## config.mk

```make
export PLATFORM = sky130hd
export DESIGN_NAME = bsse_front
export DESIGN_NICKNAME = d
export VERILOG_FILES = /design/src/sv/bsse_pkg.sv /design/src/sv/bsse_front.sv
export SDC_FILE = /design/constraint.sdc
export NUM_CORES = 1
export LEC_CHECK = 0
export ABC_AREA = 1
export BUFFER_PORTS_ARGS = -buffer_cell sky130_fd_sc_hd__buf_4
export CORE_MARGIN = 3
export CORE_UTILIZATION = 40
export CTS_CLUSTER_DIAMETER = 40
export DETAILED_ROUTE_END_ITERATION = 6
export REMOVE_ABC_BUFFERS = 1
export SLEW_MARGIN = 5
export SYNTH_ARGS = -nofsm -noshare
export SYNTH_HDL_FRONTEND = slang
export SYNTH_SLANG_ARGS = --single-unit
```

## constraint.sdc

```tcl
create_clock -name aclk -period 9.55 [get_ports aclk]
set_clock_uncertainty 0.1 [all_clocks]
set_input_delay 0.955 -clock aclk [delete_from_list [all_inputs] [get_ports aclk]]
set_output_delay 0.955 -clock aclk [all_outputs]
set_load 0.03 [all_outputs]
```

## src/sv/bsse_pkg.sv

```systemverilog
package bsse_pkg;

    // Field widths of the stream items.
    localparam int KIND_W     = 2;
    localparam int KIDX_W     = 5;
    localparam int KVAL_W     = 17;
    localparam int ROWCOL_W   = 4;
    localparam int COORD_W    = 32;
    localparam int PARAM_W    = 17;
    localparam int S_DATA_W   = 160;
    localparam int M_DATA_W   = 96;

    // Fixed-point datapath widths.
    localparam int BASIS_W    = 18;
    localparam int PROD_W     = 36;
    localparam int QSUM_W     = 37;
    localparam int WEIGHT_W   = 20;
    localparam int GPROD_W    = 52;
    localparam int ACC_W      = 60;
    localparam int FRAC_W     = 16;

    localparam logic signed [BASIS_W-1:0] BASIS_ONE = 18'sd65536;
    localparam logic signed [BASIS_W-1:0] BASIS_MAX = 18'sd131071;
    localparam logic signed [BASIS_W-1:0] BASIS_MIN = -18'sd131072;

    // Configuration port.
    localparam int APB_DATA_W = 32;
    localparam int PADDR_W    = 4;
    localparam logic [1:0] REG_U_DEGREE = 2'd0;
    localparam logic [1:0] REG_V_DEGREE = 2'd1;
    localparam logic [1:0] REG_U_COUNT  = 2'd2;
    localparam logic [1:0] REG_V_COUNT  = 2'd3;

    typedef enum logic [KIND_W-1:0] {
        KIND_LOAD_U     = 2'd0,
        KIND_LOAD_V     = 2'd1,
        KIND_LOAD_POINT = 2'd2,
        KIND_EVAL       = 2'd3
    } kind_t;

    typedef struct packed {
        kind_t                       kind;
        logic [KIDX_W-1:0]           knot_index;
        logic [KVAL_W-1:0]           knot_value;
        logic [ROWCOL_W-1:0]         point_row;
        logic [ROWCOL_W-1:0]         point_col;
        logic signed [COORD_W-1:0]   point_x;
        logic signed [COORD_W-1:0]   point_y;
        logic signed [COORD_W-1:0]   point_z;
        logic [PARAM_W-1:0]          u_param;
        logic [PARAM_W-1:0]          v_param;
    } req_t;

    typedef struct packed {
        logic [1:0] u_degree;
        logic [1:0] v_degree;
        logic [4:0] u_point_count;
        logic [4:0] v_point_count;
    } cfg_t;

    typedef enum logic [4:0] {
        ST_IDLE,
        ST_SRCH_RD,
        ST_SRCH_CMP,
        ST_BINIT,
        ST_ROT,
        ST_K0,
        ST_K1,
        ST_K2,
        ST_K3,
        ST_K4,
        ST_DIV1,
        ST_DIV2,
        ST_BSUM,
        ST_BOUT,
        ST_ACC_RD,
        ST_ACC_MUL,
        ST_ACC_ADD,
        ST_DONE
    } bsse_state_t;

endpackage

```

## src/sv/bsse_front.sv

```systemverilog
module bsse_front import bsse_pkg::*; (
    input  logic                aclk,
    input  logic                aresetn,
    input  logic                s_tvalid,
    output logic                s_tready,
    input  logic [S_DATA_W-1:0] s_tdata,
    input  logic [KIND_W-1:0]   s_tuser,
    output logic                q_valid,
    output req_t                q_req,
    input  logic                q_pop
);

    localparam int DEPTH = 2;

    req_t       fifo_reg [DEPTH];
    logic       wr_ptr_reg;
    logic       rd_ptr_reg;
    logic [1:0] count_reg;
    req_t       in_req;
    logic       push;
    logic       pop;

    // Unpack the stream word into a typed request.
    always_comb begin
        in_req.kind       = kind_t'(s_tuser);
        in_req.knot_index = s_tdata[4:0];
        in_req.knot_value = s_tdata[21:5];
        in_req.point_row  = s_tdata[25:22];
        in_req.point_col  = s_tdata[29:26];
        in_req.point_x    = s_tdata[61:30];
        in_req.point_y    = s_tdata[93:62];
        in_req.point_z    = s_tdata[125:94];
        in_req.u_param    = s_tdata[142:126];
        in_req.v_param    = s_tdata[159:143];
    end

    assign s_tready = (count_reg != 2'd2);
    assign push     = s_tvalid && s_tready;
    assign pop      = q_pop && q_valid;
    assign q_valid  = (count_reg != 2'd0);
    assign q_req    = fifo_reg[rd_ptr_reg];

    // Request storage.
    always_ff @(posedge aclk) begin
        if (push) begin
            fifo_reg[wr_ptr_reg] <= in_req;
        end
    end

    // Queue pointers and fill level.
    always_ff @(posedge aclk) begin
        if (!aresetn) begin
            wr_ptr_reg <= 1'b0;
            rd_ptr_reg <= 1'b0;
            count_reg  <= 2'd0;
        end else begin
            if (push) begin
                wr_ptr_reg <= ~wr_ptr_reg;
            end
            if (pop) begin
                rd_ptr_reg <= ~rd_ptr_reg;
            end
            if (push && !pop) begin
                count_reg <= count_reg + 2'd1;
            end else if (pop && !push) begin
                count_reg <= count_reg - 2'd1;
            end
        end
    end

endmodule

```

* Word-level counts from Yosys, hierarchy flattened
Memory sizes are Yosys's and may differ from the RTL's. A register that Yosys moved wholly into a read port is not among the register bits.
Cells that the tools add are included.
** Word-level totals
- Logic and storage cells :: 23
- Memories kept :: 1
- Flip-flop bits (word level) :: 4
- Bits in writable memories :: 324
** Memory list
- fifo_reg :: depth 2, bits a word 162, rd ports 1, clocked after Yosys merged registers in 1, wr ports 1, RTL line bsse_front.sv:15 : req_t fifo_reg [DEPTH];
** Cells by class
- Reductions and logical operators :: 8
- Eq/ne operators :: 1
- Muxes and demuxes :: 6
- Bitwise operators :: 2
- $add $sub $neg :: 2
** Operators by type and width (number)
- 1-bit logical AND :: 4
- 1-bit two-way mux :: 4
- 2-bit two-way mux :: 2
- 2-bit nonzero test :: 2
- 2-bit by 1-bit adder with 2-bit output (second input constant) :: 1
- 1-bit zero test :: 2
- 2-bit != test (second input constant) :: 1
- 1-bit NOT :: 2
- 2-bit by 1-bit subtractor with 2-bit output (second input constant) :: 1

* Logic depth before layout (Yosys ltp)
- Depth in word-level cells :: 6
- Mapped depth :: 11

* Least setup slack after synthesis
Ideal clock, no wire load.
- Path kind :: input port to flip-flop
- Start point :: input s_tvalid
- End point :: memory fifo_reg[0][0] (netlist bit) (enable)
- Arrival time :: 7.781 ns
- Slack :: 0.983 ns
- Library setup time :: 0.687 ns
- Stages :: 2
- Buffers on the path :: 0
- Cells stage by stage :: nand2_1 -> nor2_1
** On the way
- Word-level cells in the longest chain between the ends :: 3
** RTL lines
- from (decl) :: RTL line bsse_front.sv:4 : input logic s_tvalid,
- 1-bit logical AND :: RTL line bsse_front.sv:38 : assign push = s_tvalid && s_tready;
- 1-bit two-way mux :: RTL line bsse_front.sv:45 : if (push) begin
- 1-bit two-way mux (implied by the code) :: RTL line bsse_front.sv:46 : fifo_reg[wr_ptr_reg] <= in_req;
- to (decl) :: RTL line bsse_front.sv:15
No other way between the ends.

==> reports/results.tsv <==
stage	metric	value	unit
clock_network	number of post-CTS setup repair buffers	0	
grt	largest net degree at the start of global routing	76	
critical_path	crit-path cells	buf_4 -> mux2_2 -> buf_4	
critical_path	Reg-to-Reg End	fifo_reg[0][89]$_DFFE_PP_	
yosys	register area share after synthesis	0.803	
power_and_ir_drop	Clock power frac	0.329	
power_and_ir_drop	maximum vdd ir drop	171	uV
die	Die W	181	um
power_and_ir_drop	Leakage	6.35	nW
power_and_ir_drop	Seq pwr share	0.391	
grt	vias in the first global route	6502	
clock_network	# clock sinks	329	
critical_path	CP startpoint kind	flop	
yosys	Mean Syn Cell Area	22.6	um2
power_and_ir_drop	Sw Pwr	1.44	mW
drt	Vias/cell	4.73	
outcome	outcome	finished, final reports clean	
critical_path	flop2flop setup slack	6.59	ns
clock_network	CTS clk-pin slew, worst paths	0.06	ns
power_and_ir_drop	total power	4.85	mW
critical_path	CP Capture Type	output pin	
critical_path	Req. time, crit path	8.50	ns
critical_path	kind of critical path	reg2out	
placement	placer congestion estimate	0.754	
yosys	largest family of logic cells by synthesized area	multiplexers	
clock_network	clock root buffer master	clkbuf_16	
yosys	post-synthesis adder-cell area fraction	0.00102	
clock_network	worst skew pair latency	0.51	ns
yosys	Mapped Area	12200	um2
placement	PortBufs	329	
timing	Fin Hold WS	0.418	ns
worst_hold_path	WHS Endpoint	rd_ptr_reg$_SDFFE_PN0P_	
drt	WL/cell	19.4	um
cells_and_area	Layout area overhead	35.3	%
cells_and_area	Non-Filler Instances	1324	
grt	gr usage total	0.151	
cells_and_area	sequential standard cell area	9830	um2
clock_network	H-tree levels	2	
timing	setup TNS	0	ns
cells_and_area	# nets final	1070	
timing	post-layout minimum cycle time	3.91	ns
drt	Routed WL	25700	um
critical_path	R2R depth	5	
timing	final hold violations	0	
timing	worst rel slew slack	0.294	
power_and_ir_drop	Sw Share	0.297	
timing	fin. max-slew vios	0	
critical_path	Data arrival, critical path	2.86	ns
die	Rows	63	
flow_run	Max Cap Viol	0	
yosys	Yosys warning total	0	
worst_hold_path	HP Class	reg2reg	
placement	post-placement cell count	1248	
worst_hold_path	Worst Hold Depth	2	
critical_path	critical path's slowest cell	buf_4	
yosys	synthesis-stage register bit count	329	
yosys	Simple-Gate Fraction of Synth Area	0.00613	
cells_and_area	antenna fix cells	0	
yosys	Netlist cell types	15	
drt	first drt pass iteration count	4	
cells_and_area	share of layout cells above drive strength 1	0.609	
drt	1st-iter DRT viols	282	
yosys	synthesized instance count	541	
clock_network	post-CTS resize count	0	
critical_path	crit-path max cell delay	0.87	ns
clock_network	CTS max path bufs	3	
cells_and_area	fill count	2367	
yosys	Compound-Gate Fraction of Synth Area	0.00184	
cells_and_area	flip-flop count of the largest register after layout	324	
cells_and_area	multi-input logic area	2250	um2
critical_path	Crit path top cell by count	buf_4	
drt	post-route ant nets	0	
timing	Slew @ Worst Pin	1.06	ns
placement	hpwl dp	16800	um
die	core area	29900	um2
drt	total number of vias	6261	
die	Die Ht	181	um
grt	grt total ovfl	0	
critical_path	worst r2r src	count_reg[0]$_SDFFE_PN0P_	
grt	first-pass GRT wire length	38200	um
power_and_ir_drop	P per Cell Area	292	nW/um2
drt	drt drc	0	
timing	final setup fails	0	
critical_path	crit-path leading delay family	buffers and inverters	
critical_path	Worst Path Buf+Inv	2	
clock_network	CTS tree	done	
yosys	Synth Area in XOR/XNOR	0	
power_and_ir_drop	Pint	3.41	mW
clock_network	CTS Buf Count	43	
grt	initial antenna violation count	1	
timing	unrepaired setup endpoints after global routing	no	
timing	fmax	0.256	GHz
yosys	multiplexer share of the synthesized area	0.173	
timing	Final period util	0.410	
die	die area	32800	um2
critical_path	Critical Path Fanout Max	60	
die	Ports	330	
power_and_ir_drop	Comb pwr share	0.280	
die	Initial Util	0.410	
worst_hold_path	Worst Min Path Start	rd_ptr_reg$_SDFFE_PN0P_	
clock_network	CTS Hold Bufs	0	
## layout make-up
type	instances	share of cell area
Timing Repair Buffer	335	0.152
Clock buffer	52	0.0707
Clock inverter	24	0.0171
Inverter	8	0.00181
Tap cell	390	0.0294
Multi-Input combinational cell	186	0.136
Sequential cell	329	0.593
## logic make-up after synthesis
group	Yosys count
muxes	162
adders and majority gates	1
buffers and inverters	26
and+or+nand+nor	19
AOI/OAI and AO/OA	4
DFF	329
## routing by layer
metal  global-route usage  up-vias  part of all wire
met5                    0        -           0.00078
met4               0.0527        2             0.032
met3               0.0648       62              0.11
met2                0.237      285              0.46
met1                0.188     3048              0.39
li1                     -     2864                 -
## metrics by stage
step,area [um2],worst slack (ns),util
global placement,15100,6.07,0.506
finish,16600,5.64,0.555
detailed placement,15100,6.05,0.506
floorplan,12100,0.983,-
global route,16600,5.45,0.555
CTS,16600,5.55,0.555
## worst max path at each step
stage,from,end,slack [ns],cells after the start
2_1_floorplan,s_tvalid,fifo_reg[0][0]$_DFFE_PP_,0.98,2
3_3_place_gp,s_tvalid,fifo_reg[0][26]$_DFFE_PP_,6.07,4
3_5_place_dp,s_tvalid,fifo_reg[0][120]$_DFFE_PP_,6.05,4
4_1_cts,flop,q_req[63],5.55,3
5_1_grt,flop,q_req[156],5.45,3
6_report,flop,q_req[44],5.64,3
## synth_stat cells
| cell | instances | area share |
|---|---|---|
| edfxtp_1 | 324 | 0.79 |
| mux2_2 | 82 | 0.075 |
| mux2_4 | 80 | 0.098 |
| buf_6 | 10 | 0.0092 |
| nand2_1 | 9 | 0.0028 |
| buf_2 | 8 | 0.0033 |
| inv_1 | 8 | 0.0025 |
| nor2_1 | 8 | 0.0025 |
| dfxtp_1 | 5 | 0.0082 |
| o21ai_0 | 2 | 0.00082 |
| a21oi_1 | 1 | 0.00041 |
| ha_1 | 1 | 0.0010 |
| nand3_1 | 1 | 0.00041 |
| nand4_1 | 1 | 0.00051 |
| o21a_1 | 1 | 0.00061 |
## cell usage in the layout (no fill, tap or decap)
cell type   Yosys  layout
mux2_2         82      82
a21oi_1         1       1
inv_1           8       8
nor2_4          0       2
dfxtp_4         0       1
clkinv_1        0       2
o21a_1          1       1
bufinv_16       0       5
clkbuf_16       0      45
clkinvlp_4      0       3
clkbuf_1        0       5
nand3_1         1       1
nor2_1          8       6
clkbuf_8        0       2
mux2_4         80      80
inv_6           0       2
ha_1            1       1
o21ai_0         2       2
edfxtp_1      324     324
inv_8           0       1
clkinv_4        0       5
nand4_1         1       1
dfxtp_1         5       4
buf_4           0     335
nand2_1         9       9
clkinv_2        0       6
## power groups by stage
| stage | combinational, mW | sequential, mW | clock, mW |
|---|---|---|---|
| finish | 1.36 | 1.90 | 1.59 |
| global route | 1.43 | 1.92 | 1.71 |
| CTS | 1.38 | 1.90 | 1.64 |
| detailed placement | 1.37 | 1.93 | 0 |
| global placement | 1.37 | 1.92 | 0 |
| floorplan | 0.906 | 2.01 | 0 |
## tightest hold or removal path, cell delays in order (launching register included)
cell and delay (ns):
dfxtp_1 0.33, nor2_1 0.06, nor2_1 0.09
Note: power is estimated with default switching activity, not from simulation.
